<file path="src/sv/ppcu_pkg.sv">
package ppcu_pkg;

    localparam int TABLE_DEPTH = 256;
    localparam int PIXEL_BITS  = 64;

    localparam int NUM_CH      = 4;
    localparam int CH_W        = 16;
    localparam int PIX_W       = 64;
    localparam int SHIFT_W     = 6;
    localparam int SHIFT_SET_W = NUM_CH * SHIFT_W;
    localparam int MODE_W      = 2;
    localparam int SEL_W       = 2;
    localparam int TIDX_W      = 8;
    localparam int CFG_IDX_W   = 3;
    localparam int CFG_DATA_W  = 64;
    localparam int TBL_AW      = (TABLE_DEPTH > 1) ? $clog2(TABLE_DEPTH) : 1;

    localparam int QUEUE_DEPTH = 4;
    localparam int QPTR_W      = $clog2(QUEUE_DEPTH);

    // bits of the input word that belong to the pixel
    localparam logic [PIX_W-1:0] PIX_KEEP = {PIX_W{1'b1}} >> (PIX_W - PIXEL_BITS);

    typedef enum logic [CFG_IDX_W-1:0] {
        REG_MASK_CH0,
        REG_MASK_CH1,
        REG_MASK_CH2,
        REG_MASK_CH3,
        REG_SHIFT_SET,
        REG_CHANNEL_MODE
    } cfg_reg_t;

    typedef enum logic [MODE_W-1:0] {
        MODE_ONE,
        MODE_TWO,
        MODE_FOUR
    } chan_mode_t;

    typedef enum logic {
        FUNC_UNPACK,
        FUNC_WRITE
    } func_t;

    // decoded request held in the queue between front and back
    typedef struct packed {
        logic                           is_write;
        logic                           wr_ok;
        logic [SEL_W-1:0]               wr_sel;
        logic [TBL_AW-1:0]              wr_addr;
        logic [CH_W-1:0]                wr_value;
        logic [NUM_CH-1:0][TBL_AW-1:0]  rd_idx;
        logic [NUM_CH-1:0]              ch_ok;
        logic                           err;
    } op_t;

    typedef struct packed {
        logic full;
        logic empty;
    } q_status_t;

endpackage

</file>
<file path="src/sv/ppcu_queue.sv">
module ppcu_queue (
    input  logic                clk,
    input  logic                rst_n,
    input  logic                push,
    input  ppcu_pkg::op_t       push_op,
    input  logic                pop,
    output ppcu_pkg::op_t       head,
    output ppcu_pkg::q_status_t status
);
    import ppcu_pkg::*;

    op_t               entry [QUEUE_DEPTH];
    logic [QPTR_W-1:0] wr_ptr_reg;
    logic [QPTR_W-1:0] rd_ptr_reg;
    logic [QPTR_W:0]   count_reg;
    logic [QPTR_W:0]   count_next;

    always_ff @(posedge clk)
    begin
        if (push)
        begin
            entry[wr_ptr_reg] <= push_op;
        end
    end

    always_comb
    begin
        case ({push, pop})
            2'b10:   count_next = count_reg + 1'b1;
            2'b01:   count_next = count_reg - 1'b1;
            default: count_next = count_reg;
        endcase
    end

    always_ff @(posedge clk or negedge rst_n)
    begin
        if (!rst_n)
        begin
            wr_ptr_reg <= '0;
            rd_ptr_reg <= '0;
            count_reg  <= '0;
        end
        else
        begin
            if (push)
            begin
                wr_ptr_reg <= wr_ptr_reg + 1'b1;
            end
            if (pop)
            begin
                rd_ptr_reg <= rd_ptr_reg + 1'b1;
            end
            count_reg <= count_next;
        end
    end

    assign head         = entry[rd_ptr_reg];
    assign status.full  = (count_reg == (QPTR_W+1)'(QUEUE_DEPTH));
    assign status.empty = (count_reg == '0);

endmodule

</file>
<file path="config.mk">
export PLATFORM = sky130hd
export DESIGN_NAME = ppcu_queue
export DESIGN_NICKNAME = d
export VERILOG_FILES = /design/src/sv/ppcu_pkg.sv /design/src/sv/ppcu_queue.sv
export SDC_FILE = /design/constraint.sdc
export NUM_CORES = 1
export LEC_CHECK = 0
export BUFFER_PORTS_ARGS = -buffer_cell sky130_fd_sc_hd__buf_4
export CAP_MARGIN = 20
export CELL_PAD_IN_SITES_DETAIL_PLACEMENT = 0
export CELL_PAD_IN_SITES_GLOBAL_PLACEMENT = 1
export CORE_MARGIN = 5
export CORE_UTILIZATION = 40
export CTS_CLUSTER_DIAMETER = 200
export DETAILED_ROUTE_END_ITERATION = 8
export GPL_ROUTABILITY_DRIVEN = 0
export HOLD_SLACK_MARGIN = 0.05
export PLACE_DENSITY_LB_ADDON = 0.1
export SLEW_MARGIN = 25
export SYNTH_ARGS = -nofsm -noshare
export SYNTH_HDL_FRONTEND = slang
export SYNTH_SLANG_ARGS = --single-unit
</file>
<file path="constraint.sdc">
create_clock -name clk -period 6.85 [get_ports clk]
set_input_delay 0.3425 -clock clk [delete_from_list [all_inputs] [get_ports clk]]
set_output_delay 0.3425 -clock clk [all_outputs]
set_load 0.05 [all_outputs]
</file>
After elaboration in Yosys (flattened, before gate mapping)
Memories as Yosys holds them, arrays and structs flattened.
Index checks and enable logic that the tools add are counted.

word-level totals
  register bits after elaboration = 7
  bits in writable memories = 260
  input bits = 69
  output and inout bits = 67
  logic and storage cells = 16
  memories kept = 1

memories
  name   depth  bits a word  rd ports  clocked after memory_dff  write ports  RTL line          text
  entry  4      65           1         0                         1            ppcu_queue.sv:12  op_t entry [QUEUE_DEPTH];

operators by class
  add/subtract/negate cells = 4
  eq/ne operators = 3
  multiplexer cells = 3
  reduce and logical (&&, ||, !) cells = 2

operator list
  cell                                                 count
  one-hot mux 3 bit (2 select lines)                   1
  adder 2 x 1 -> 2 bit, second input constant          2
  adder 3 x 1 -> 3 bit, second input constant          1
  equality test 3 bit, second input constant           1
  logical NOT 3 bit                                    1
  subtractor 3 x 1 -> 3 bit, second input constant     1
  equality test 2 x 1 -> 1 bit, second input constant  1
  equality test 2 bit, second input constant           1
  2-to-1 mux 1 bit                                     2
  nonzero test 2 bit                                   1

Depth between registers and ports, before layout
  word-level depth = 2
  mapped depth = 7
  gate-level depth less buffers = 7

Worst setup path before layout
No wires, ideal clock.

  kind = reg2reg
  start = register wr_ptr_reg[0]
  end = memory entry[0][0] in the netlist's numbering, enable pin
  library setup time = 430 ps
  arrival time = 2,149 ps
  data required time = 6,420 ps
  setup slack = 4,272 ps
  cell stages (with the launch flop) = 4
  path buffers = 0
  period minus slack after synthesis = 2,578 ps
  path through = dfrtp_1 > inv_1 > ha_1 > and2_1

RTL lines
  item                    RTL line          text
  from (decl)             ppcu_queue.sv:13  logic [QPTR_W-1:0] wr_ptr_reg;
  from (signal assigned)  ppcu_queue.sv:47  wr_ptr_reg <= wr_ptr_reg + 1'b1;
  to (decl)               ppcu_queue.sv:12

No word-level cell before the write port.

==> run metrics <==
Root Buffer clkbuf_16; die area 27800 µm²; most frequent cells in the layout edfxtp_1 (260), buf_4 (136), dlygate4sd3_1 (68); Pins Over Slew Limit 0; worst slew pin tran 825 ps; Synth top area share 79.6%; crit path capture type output port; Via density 4.86; r2r startpoint wr_ptr_reg[0]; Gate Count Post-Synth 377; CTS Sinks 267; Final period util 48.3%; WS Path Type reg2out; cell taking the most area after synthesis edfxtp_1; antenna cells 0; CP Launch Type register; buffers added on ports 135; Final Setup Violations 0; Clk pin slew, worst setup/hold paths 60 ps; Yosys warnings 0; commonest non-fill, non-tap cell in the layout edfxtp_1; Pwr per Cell Area 474 nW/µm²; CTS Buffer Depth 3; H-tree depth 1; final net count 677; synthesized area 9810 µm²; Die W 167 µm; max_slew headroom 45.0%; area of the core 24200 µm²; syn_nets 452; min-delay worst type in2async; worst endpoint required time 6510 ps; sequential fraction of the synthesis area 81.4%; Reg2Reg Capture Point entry[0][36]; synthesized area per cell 26.0 µm²; Post-Route Utilization 52.8%; Std-Cell Rows 57; P&R area growth vs syn 30.6%; Fmax 302 MHz; grt ovf 0; DP HPWL 11000 µm; clk_lat worst skew 520 ps; post-route setup slack 3540 ps; Hold WS 163 ps; share of cells above drive strength 1 40.5%; final instance area 12800 µm²; Largest register FFs 260; vias in the first global route 5160; first-iteration detailed-routing DRC count 190; setup TNS 0 ps; Max VDD drop 0.238 mV; cts bufs inserted 28; min cycle time layout 3310 ps; Ports 136; final wirelength 18800 µm; pin count of the biggest net entering global routing 41; initial antenna violation count 0; Register-to-Register Setup Slack 5010 ps; crit-path max FO 39; RSZ-0062 raised after global routing false; worst r2r path cells 4; starting density of the core 40.5%; TritonRoute pass-1 iters 6; GRT Total Usage 13.5%; Max-Cap Viols 0; wire per inst 19.9 µm; remaining antenna violation count after routing 0; Setup Buffers After CTS 0; Yosys reg bits 267; DR vias 4603; CTS tree done; critical path arrival 2960 ps; Leakage Power 4.45 nW; Synth area leaders edfxtp_1 (80%), mux4_2 (15%), dfrtp_1 (1.8%); first-pass GRT wire length 29300 µm; fin cells 948; pre-CTS setup slack 3920 ps; skew final 8.66 ps; Cell Area, Placed 11300 µm²; drt drc 0; placed insts 828; Power Total 6.07 mW; Die Ht 167 µm; Yosys cell types 19; Final Hold Fails 0; status complete, no violations
[worst max-delay path, stage by stage (launching register included)]
cell     delay (ps)
dfrtp_4         810
buf_4           780
mux4_2          640
buf_4           210
[final cells by class]
cell class | instances | area, µm²
Clock buffer | 40 | 797
Timing Repair Buffer | 210 | 1840
Inverter | 6 | 22.5
Clock inverter | 12 | 80.1
Fill cell | 1932 | 11400
Sequential cell | 267 | 7990
Tap cell | 324 | 405
Multi-Input combinational cell | 89 | 1670
[synthesized netlist by cell type]
master / count
buf_6: 1
edfxtp_1: 260
dfrtp_1: 7
nor2_1: 1
clkbuf_1: 2
inv_1: 6
xor2_1: 4
buf_12: 4
nand2_1: 3
fa_1: 1
and2_1: 4
mux4_2: 65
xnor2_1: 2
buf_4: 3
o21ai_0: 2
ha_1: 5
and3_1: 1
buf_2: 5
nor3_1: 1
[worst max path at each step]
stage,from,to,slack [ps],cells past startpoint
final,rd_ptr_reg[0],head[0],3540,3
after detailed placement,rd_ptr_reg[0],head[0],3920,3
after floorplan,wr_ptr_reg[0],entry[0][0],4270,3
after global placement,rd_ptr_reg[0],head[1],3930,3
after global routing,rd_ptr_reg[0],head[0],3230,3
after CTS,rd_ptr_reg[0],head[0],3350,3
[power breakdown]
group,total (mW),switching [mW],internal (mW)
clock network,1.42,0.575,0.842
logic,2.35,1.51,0.848
registers,2.30,0.160,2.14
total,6.07,2.24,3.83
[metal layers]
metal,GRT usage (%),up-vias,share of wire [%]
li1,-,2060,-
met1,18.3,2395,43
met2,22.4,121,50
met3,3.08,27,5.6
met4,3.09,0,1.6
met5,0,-,0
[kinds of logic (layout without fill, tap and decap cells)]
family                   count (synthesis)  after routing  synth area share [%]
XOR/XNOR                                 6              6                 0.536
AND/OR/NAND/NOR                         10             10                 0.523
AO/OA/AOI/OAI                            2              2                 0.102
flip-flops                             267            267                  81.4
multiplexers                            65             65                  14.9
buffers and inverters                   21            268                  1.72
adder cells (fa/ha/maj)                  6              6                 0.842
[timing repair]
action / CTS / global route
resized for setup: 0 / 0
hold buffers: 68 / 0
endpoints found under the setup margin: 0 / 0
endpoints found under the hold margin: 269 / 0
No activity file was read; power rests on OpenSTA's default activity.
