## src/sv/ppcu_pkg.sv

```systemverilog
package ppcu_pkg;

    localparam int TABLE_DEPTH = 256;
    localparam int PIXEL_BITS  = 64;

    localparam int NUM_CH      = 4;
    localparam int CH_W        = 16;
    localparam int PIX_W       = 64;
    localparam int SHIFT_W     = 6;
    localparam int SHIFT_SET_W = NUM_CH * SHIFT_W;
    localparam int MODE_W      = 2;
    localparam int SEL_W       = 2;
    localparam int TIDX_W      = 8;
    localparam int CFG_IDX_W   = 3;
    localparam int CFG_DATA_W  = 64;
    localparam int TBL_AW      = (TABLE_DEPTH > 1) ? $clog2(TABLE_DEPTH) : 1;

    localparam int QUEUE_DEPTH = 4;
    localparam int QPTR_W      = $clog2(QUEUE_DEPTH);

    // bits of the input word that belong to the pixel
    localparam logic [PIX_W-1:0] PIX_KEEP = {PIX_W{1'b1}} >> (PIX_W - PIXEL_BITS);

    typedef enum logic [CFG_IDX_W-1:0] {
        REG_MASK_CH0,
        REG_MASK_CH1,
        REG_MASK_CH2,
        REG_MASK_CH3,
        REG_SHIFT_SET,
        REG_CHANNEL_MODE
    } cfg_reg_t;

    typedef enum logic [MODE_W-1:0] {
        MODE_ONE,
        MODE_TWO,
        MODE_FOUR
    } chan_mode_t;

    typedef enum logic {
        FUNC_UNPACK,
        FUNC_WRITE
    } func_t;

    // decoded request held in the queue between front and back
    typedef struct packed {
        logic                           is_write;
        logic                           wr_ok;
        logic [SEL_W-1:0]               wr_sel;
        logic [TBL_AW-1:0]              wr_addr;
        logic [CH_W-1:0]                wr_value;
        logic [NUM_CH-1:0][TBL_AW-1:0]  rd_idx;
        logic [NUM_CH-1:0]              ch_ok;
        logic                           err;
    } op_t;

    typedef struct packed {
        logic full;
        logic empty;
    } q_status_t;

endpackage

```

## src/sv/ppcu_front.sv

```systemverilog
module ppcu_front (
    input  logic                             clk,
    input  logic                             rst_n,
    input  logic                             cfg_write,
    input  logic [ppcu_pkg::CFG_IDX_W-1:0]   cfg_index,
    input  logic [ppcu_pkg::CFG_DATA_W-1:0]  cfg_data,
    input  logic                             in_valid,
    output logic                             in_stall,
    input  logic                             func,
    input  logic [ppcu_pkg::PIX_W-1:0]       pixel,
    input  logic [ppcu_pkg::SEL_W-1:0]       table_select,
    input  logic [ppcu_pkg::TIDX_W-1:0]      table_index,
    input  logic [ppcu_pkg::CH_W-1:0]        table_value,
    input  ppcu_pkg::q_status_t              q_status,
    output logic                             q_push,
    output ppcu_pkg::op_t                    q_op
);
    import ppcu_pkg::*;

    logic [PIX_W-1:0]       mask_reg [NUM_CH];
    logic [SHIFT_SET_W-1:0] shift_set_reg;
    logic [MODE_W-1:0]      mode_reg;

    logic [PIX_W-1:0]              px;
    logic [NUM_CH-1:0][PIX_W-1:0]  shifted;
    logic [NUM_CH-1:0]             oob;
    logic [NUM_CH-1:0]             active;

    always_ff @(posedge clk or negedge rst_n)
    begin
        if (!rst_n)
        begin
            for (int c = 0; c < NUM_CH; c++)
            begin
                mask_reg[c] <= '0;
            end
            shift_set_reg <= '0;
            mode_reg      <= MODE_FOUR;
        end
        else if (cfg_write)
        begin
            unique case (cfg_reg_t'(cfg_index))
                REG_MASK_CH0:     mask_reg[0]   <= cfg_data;
                REG_MASK_CH1:     mask_reg[1]   <= cfg_data;
                REG_MASK_CH2:     mask_reg[2]   <= cfg_data;
                REG_MASK_CH3:     mask_reg[3]   <= cfg_data;
                REG_SHIFT_SET:    shift_set_reg <= cfg_data[SHIFT_SET_W-1:0];
                REG_CHANNEL_MODE: mode_reg      <= cfg_data[MODE_W-1:0];
                default:          ;
            endcase
        end
    end

    always_comb
    begin
        unique case (mode_reg)
            MODE_ONE: active = 4'b0001;
            MODE_TWO: active = 4'b0011;
            default:  active = 4'b1111;
        endcase
    end

    assign px = pixel & PIX_KEEP;

    always_comb
    begin
        for (int c = 0; c < NUM_CH; c++)
        begin
            shifted[c] = (px & mask_reg[c]) >> shift_set_reg[c*SHIFT_W +: SHIFT_W];
            oob[c]     = shifted[c] >= PIX_W'(TABLE_DEPTH);
        end
    end

    always_comb
    begin
        q_op.is_write = (func_t'(func) == FUNC_WRITE);
        q_op.wr_ok    = 32'(table_index) < 32'(TABLE_DEPTH);
        q_op.wr_sel   = table_select;
        q_op.wr_addr  = TBL_AW'(table_index);
        q_op.wr_value = table_value;
        for (int c = 0; c < NUM_CH; c++)
        begin
            q_op.rd_idx[c] = shifted[c][TBL_AW-1:0];
        end
        q_op.ch_ok = active & ~oob;
        q_op.err   = |(active & oob);
    end

    assign in_stall = q_status.full;
    assign q_push   = in_valid && !q_status.full;

endmodule

```

## config.mk

```make
export PLATFORM = sky130hd
export DESIGN_NAME = ppcu_front
export DESIGN_NICKNAME = d
export VERILOG_FILES = /design/src/sv/ppcu_pkg.sv /design/src/sv/ppcu_front.sv
export SDC_FILE = /design/constraint.sdc
export NUM_CORES = 1
export LEC_CHECK = 0
export BUFFER_PORTS_ARGS = -buffer_cell sky130_fd_sc_hd__buf_2
export CAP_MARGIN = 25
export CORE_ASPECT_RATIO = 0.75
export CORE_MARGIN = 2
export CORE_UTILIZATION = 45
export CTS_BUF_LIST = sky130_fd_sc_hd__clkbuf_4 sky130_fd_sc_hd__clkbuf_8 sky130_fd_sc_hd__clkbuf_16
export DETAILED_ROUTE_END_ITERATION = 10
export RECOVER_POWER = 100
export SYNTH_ARGS = -nofsm -noshare
export SYNTH_HDL_FRONTEND = slang
export SYNTH_SLANG_ARGS = --single-unit
```

## constraint.sdc

```tcl
create_clock -name clk -period 3.6 [get_ports clk]
set_input_delay 0 -clock clk [delete_from_list [all_inputs] [get_ports clk]]
set_output_delay 0 -clock clk [all_outputs]
set_load 0.02 [all_outputs]
```

# Yosys cells after proc, flatten, opt, wreduce, memory -nomap -nowiden
# Cells that the tools add are included.
# Widths: inputs -> output; s select.
[totals]
output_inout_bits = 67
latchBits = 0
register_bits = 282
mem_bits_ro = 0
elab_cells = 39
inputBits = 164
mem_count = 0
mem_bits_rw = 0
[classes]
mul = 0
order_cmp = 4
n_reduce_logical = 11
n_shift = 4
muxes = 1
bitwise = 7
n_addsub = 0
div = 0
eq_ne = 6
[op_table]
columns = ["operator", "count"]
rows = [
  ["$and 64x64->64", 4],
  ["$ge 64x9->1 const B", 4],
  ["$shr 64x6->64", 4],
  ["$reduce_and 2->1", 6],
  ["$and 4x4->4", 2],
  ["$pmux 4 s2", 1],
  ["$eq 3x2->1 const B", 2],
  ["$eq 3x3->1 const B", 2],
  ["$not 4->4", 1],
  ["$reduce_or 4->1", 1],
  ["$eq 3x1->1 const B", 1],
  ["$logic_not 3->1", 1],
  ["$eq 2x1->1 const B", 1],
  ["$logic_not 2->1", 1],
  ["$logic_and 1x1->1", 1],
  ["$logic_not 1->1", 1],
]

# Logic depth before layout (Yosys ltp)
[depth]
ltp_word = 5
ltp_mapped = 15
ltp_nobuf = 10

# Worst setup path after synthesis
# OpenSTA, ideal clock, no wires.
[synth_path]
path_kind = "register -> output"
start = "register shift_set_reg[18]"
end = "output q_op[4] in the netlist's numbering"
required_ns = 3.600
arrival_ns = 3.292
stages_incl_launch_ff = 11
path_buffers = 2
slack_ns = 0.308
path_cell_list = "dfrtp_1 > buf_2 > buf_4 > mux4_2 > mux2_2 > mux2i_1 > o211ai_1 > or4_1 > o31ai_1 > a41oi_1 > nor4_1"
[synth_lines]
columns = ["item", "line_no", "text"]
rows = [
  ["from (decl)", "ppcu_front.sv:21", "logic [SHIFT_SET_W-1:0] shift_set_reg;"],
  ["from (signal assigned)", "ppcu_front.sv:47", "REG_SHIFT_SET: shift_set_reg <= cfg_data[SHIFT_SET_W-1:0];"],
  ["to (decl)", "ppcu_front.sv:16", "output ppcu_pkg::op_t q_op"],
]

==> reports/metrics.cfg <==
[global_routing]
antenna_found_initial=4
grt_pass1_wl_um=181000
grt_overflow=0
grt_usage_pct=38.9
grt_pass1_vias=26000
grt_max_degree=99

[finish]
utilization_pct=55.5
multi_input_area_um2=19300
synthToLayoutAreaGrowth_pct=22.3
final_cell_area_um2=33400
nets=3397
largest_reg_flops=256
final_layout_size_suffix_gt1_share_pct=35.3
fillerInstances=5447
seq_area_um2=7080

[clock_network]
cts-buffers-inserted=35
htree_levels=2
cts_tree=yes
clock_tree.buffer_depth=3
ctsRootBufferMaster=clkbuf_16
clock_sinks=282
clock_latency_ns=0.59
clk_pin_slew_ns=0.07

[pwr]
p_int_uw=11500
seqPwrFrac_pct=21.7
p_leak_uw=0.0131
combinationalPowerShare_pct=60.3
p_switching_uw=9450
p_per_area_nw_per_um2=628
ir_drop_mv=0.402
p_clk_share_pct=18.0
total_power_uw=21000
power_switching_share_pct=45.0

[synthesis]
synthTopCellsByCount=343 x nand2_1, 295 x mux2_2, 281 x dfrtp_1
ys.warnings.count=0
syn_nets=3088
ys_top_cells_by_area=dfrtp_1 26%, mux4_2 17%, mux2_2 12%
yosysTopAreaCell=dfrtp_1
ys.flop_type=dfrtp_1
ys_ff_latch=282
postSynthCellCount=2924
yosysSeqAreaShare_pct=25.9
synth_top_area_share_pct=25.8
synth_top_family_by_area=multiplexers
syn_area_um2=27300
synth.area.mux_share_pct=32.3
synth_area_per_cell_um2=9.34
async_reset_ff_share_pct=100
synth_cell_types=88
synth-simple-area-share_pct=19.7
synth_enable_flop_cells=0
synthXorXnorAreaFrac_pct=0
synth_adder_area_share_pct=0
synth.most_common_cell=nand2_1
synth-compound-area-share_pct=16.9

[placed_design]
portBuffers=174
placed_area_um2=30100
dpl_worst_slack_ns=-0.264
gp_congestion=1.00
place_hpwl_um=96900

[sta]
setup_viol=5
skew_ns=0
period_needed_ns=3.98
slew_headroom_pct=-44.5
finalWorstSetupSlack_ns=-0.382
fin_crit_sh_pct=111
report.final.slew_viol_count=276
clock.fmax_ghz=0.251
holdWs_ns=0.00000700
rsz0062_at_grt=yes
worstMarginPinSlew_ns=2.17
final-hold-violation-count=0

[floorplanning]
initial_core_util_pct=45.3
die_h_um=217
fp.dieArea_um2=62700
die_w_um=288
coreArea_um2=60200
ios=231
row_count=78

[worst_setup_path]
cp.arrival_ns=3.98
crit_path_start_kind=register
cp.required_ns=3.60
r2r_slack_ns=1.77
crit_fanout=19
critical_path_class=register to output pin
crit_path_end_kind=output pin

[drt]
viasPerCell=6.89
wl_um=124000
ant_nets=0
remaining_drc_errors=0
drt-initial-drc-count=4280
drt_pass1_iterations=7
routedWlPerCell_um=30.6
num_vias=28000

[job]
cap_violations=5

[outcome]
outcome=finished, violations left
violations=max-capacitance violations, max-slew violations, negative setup slack

[min_path]
hold_class=input pin to output pin

## kinds of logic after synthesis
| family | count (synthesis) |
|---|---|
| buf+inv | 322 |
| other cells | 1 |
| flops | 282 |
| compound gates | 682 |
| simple gates | 1055 |
| mux | 582 |
## repair_timing
item | in CTS | in global routing
buffers inserted | 45 | 17
gates cloned | 7 | 2
hold buffers | 71 | 0
pin swaps | 34 | 22
resized for setup | 110 | 49
endpoints found under the hold margin | 443 | 0
setup endpoints to repair | 5 | 8
## metrics by stage
step / std cells / TNS [ns]
CTS: 4040 / -0.973
finish: 4060 / -1.35
detailed placement: 3856 / -0.502
global route: 4058 / -25.97
global placement: 3856 / -0.583
floorplan: 2924 / 0
## layer usage
layer  vias to the layer above  track usage [%]  wire length [µm]
met4                         2             11.0              4040
li1                      11900                -                 -
met1                     14000             60.7             56000
met2                      1867             51.8             48800
met3                       219             10.3             15300
met5                         -                0                 9
## critical path, cell delays in order (launching register included)
cell and delay [ns]:
dfrtp_4 0.52, buf_12 0.18, buf_6 0.15, nor2b_1 0.22
buf_4 0.19, a22oi_1 0.12, a311oi_2 0.39, a21oi_1 0.12
nand4b_1 0.33, a221oi_4 0.36, a32oi_4 0.17, buf_12 0.16
nor4_4 0.19, a21oi_1 0.09, buf_4 0.16
## path summary, 6_finish.rpt
check,to,start,cells past startpoint
min in group asynchronous,mask_reg[10],rst_n,3
worst min register to register,mask_reg[33],mask_reg[33],1
worst max register to register,shift_set_reg[8],shift_set_reg[8],5
max in group asynchronous,mask_reg[252],rst_n,4
worst min-delay path,q_op[41],table_value[4],0
worst max-delay path,q_op[0],shift_set_reg[6],14
## cells in the final DEF (no fill, tap or decap), types with 14 or more instances in the layout
cell             n
nand2_1        343
mux2_2         291
dfrtp_1        272
buf_4          258
mux4_2         202
o21ai_0        183
nor2_1         169
buf_2          149
nand3_1        143
and2_1         135
a21oi_1         87
o211ai_1        86
mux2i_1         72
dlygate4sd3_1   71
nand4_1         44
nand4b_1        38
clkbuf_16       37
a211oi_1        34
nor3_1          32
buf_12          25
o22ai_1         24
a22oi_1         22
o2111ai_1       21
a31oi_1         20
nand3b_1        17
clkbuf_2        15
clkbuf_1        15
inv_1           14
and3_1          14
buf_6           14
## power by group through the flow
stage	clock network [µW]	logic, µW	registers, µW
2_1_floorplan	0	7230	4280
3_3_place_gp	0	11100	4540
3_5_place_dp	0	11100	4570
4_1_cts	3830	11900	4530
5_1_grt	3970	13300	4660
6_report	3780	12600	4560
## cell type report
class,count,area share [%]
Antenna cell,2,0.0150
Clock buffer,44,2.94
Clock inverter,18,0.783
Inverter,29,0.397
Multi-Input combinational cell,2320,57.9
Sequential cell,282,21.2
Tap cell,800,3.00
Timing Repair Buffer,565,13.8
No activity file was read; power rests on OpenSTA's default activity.
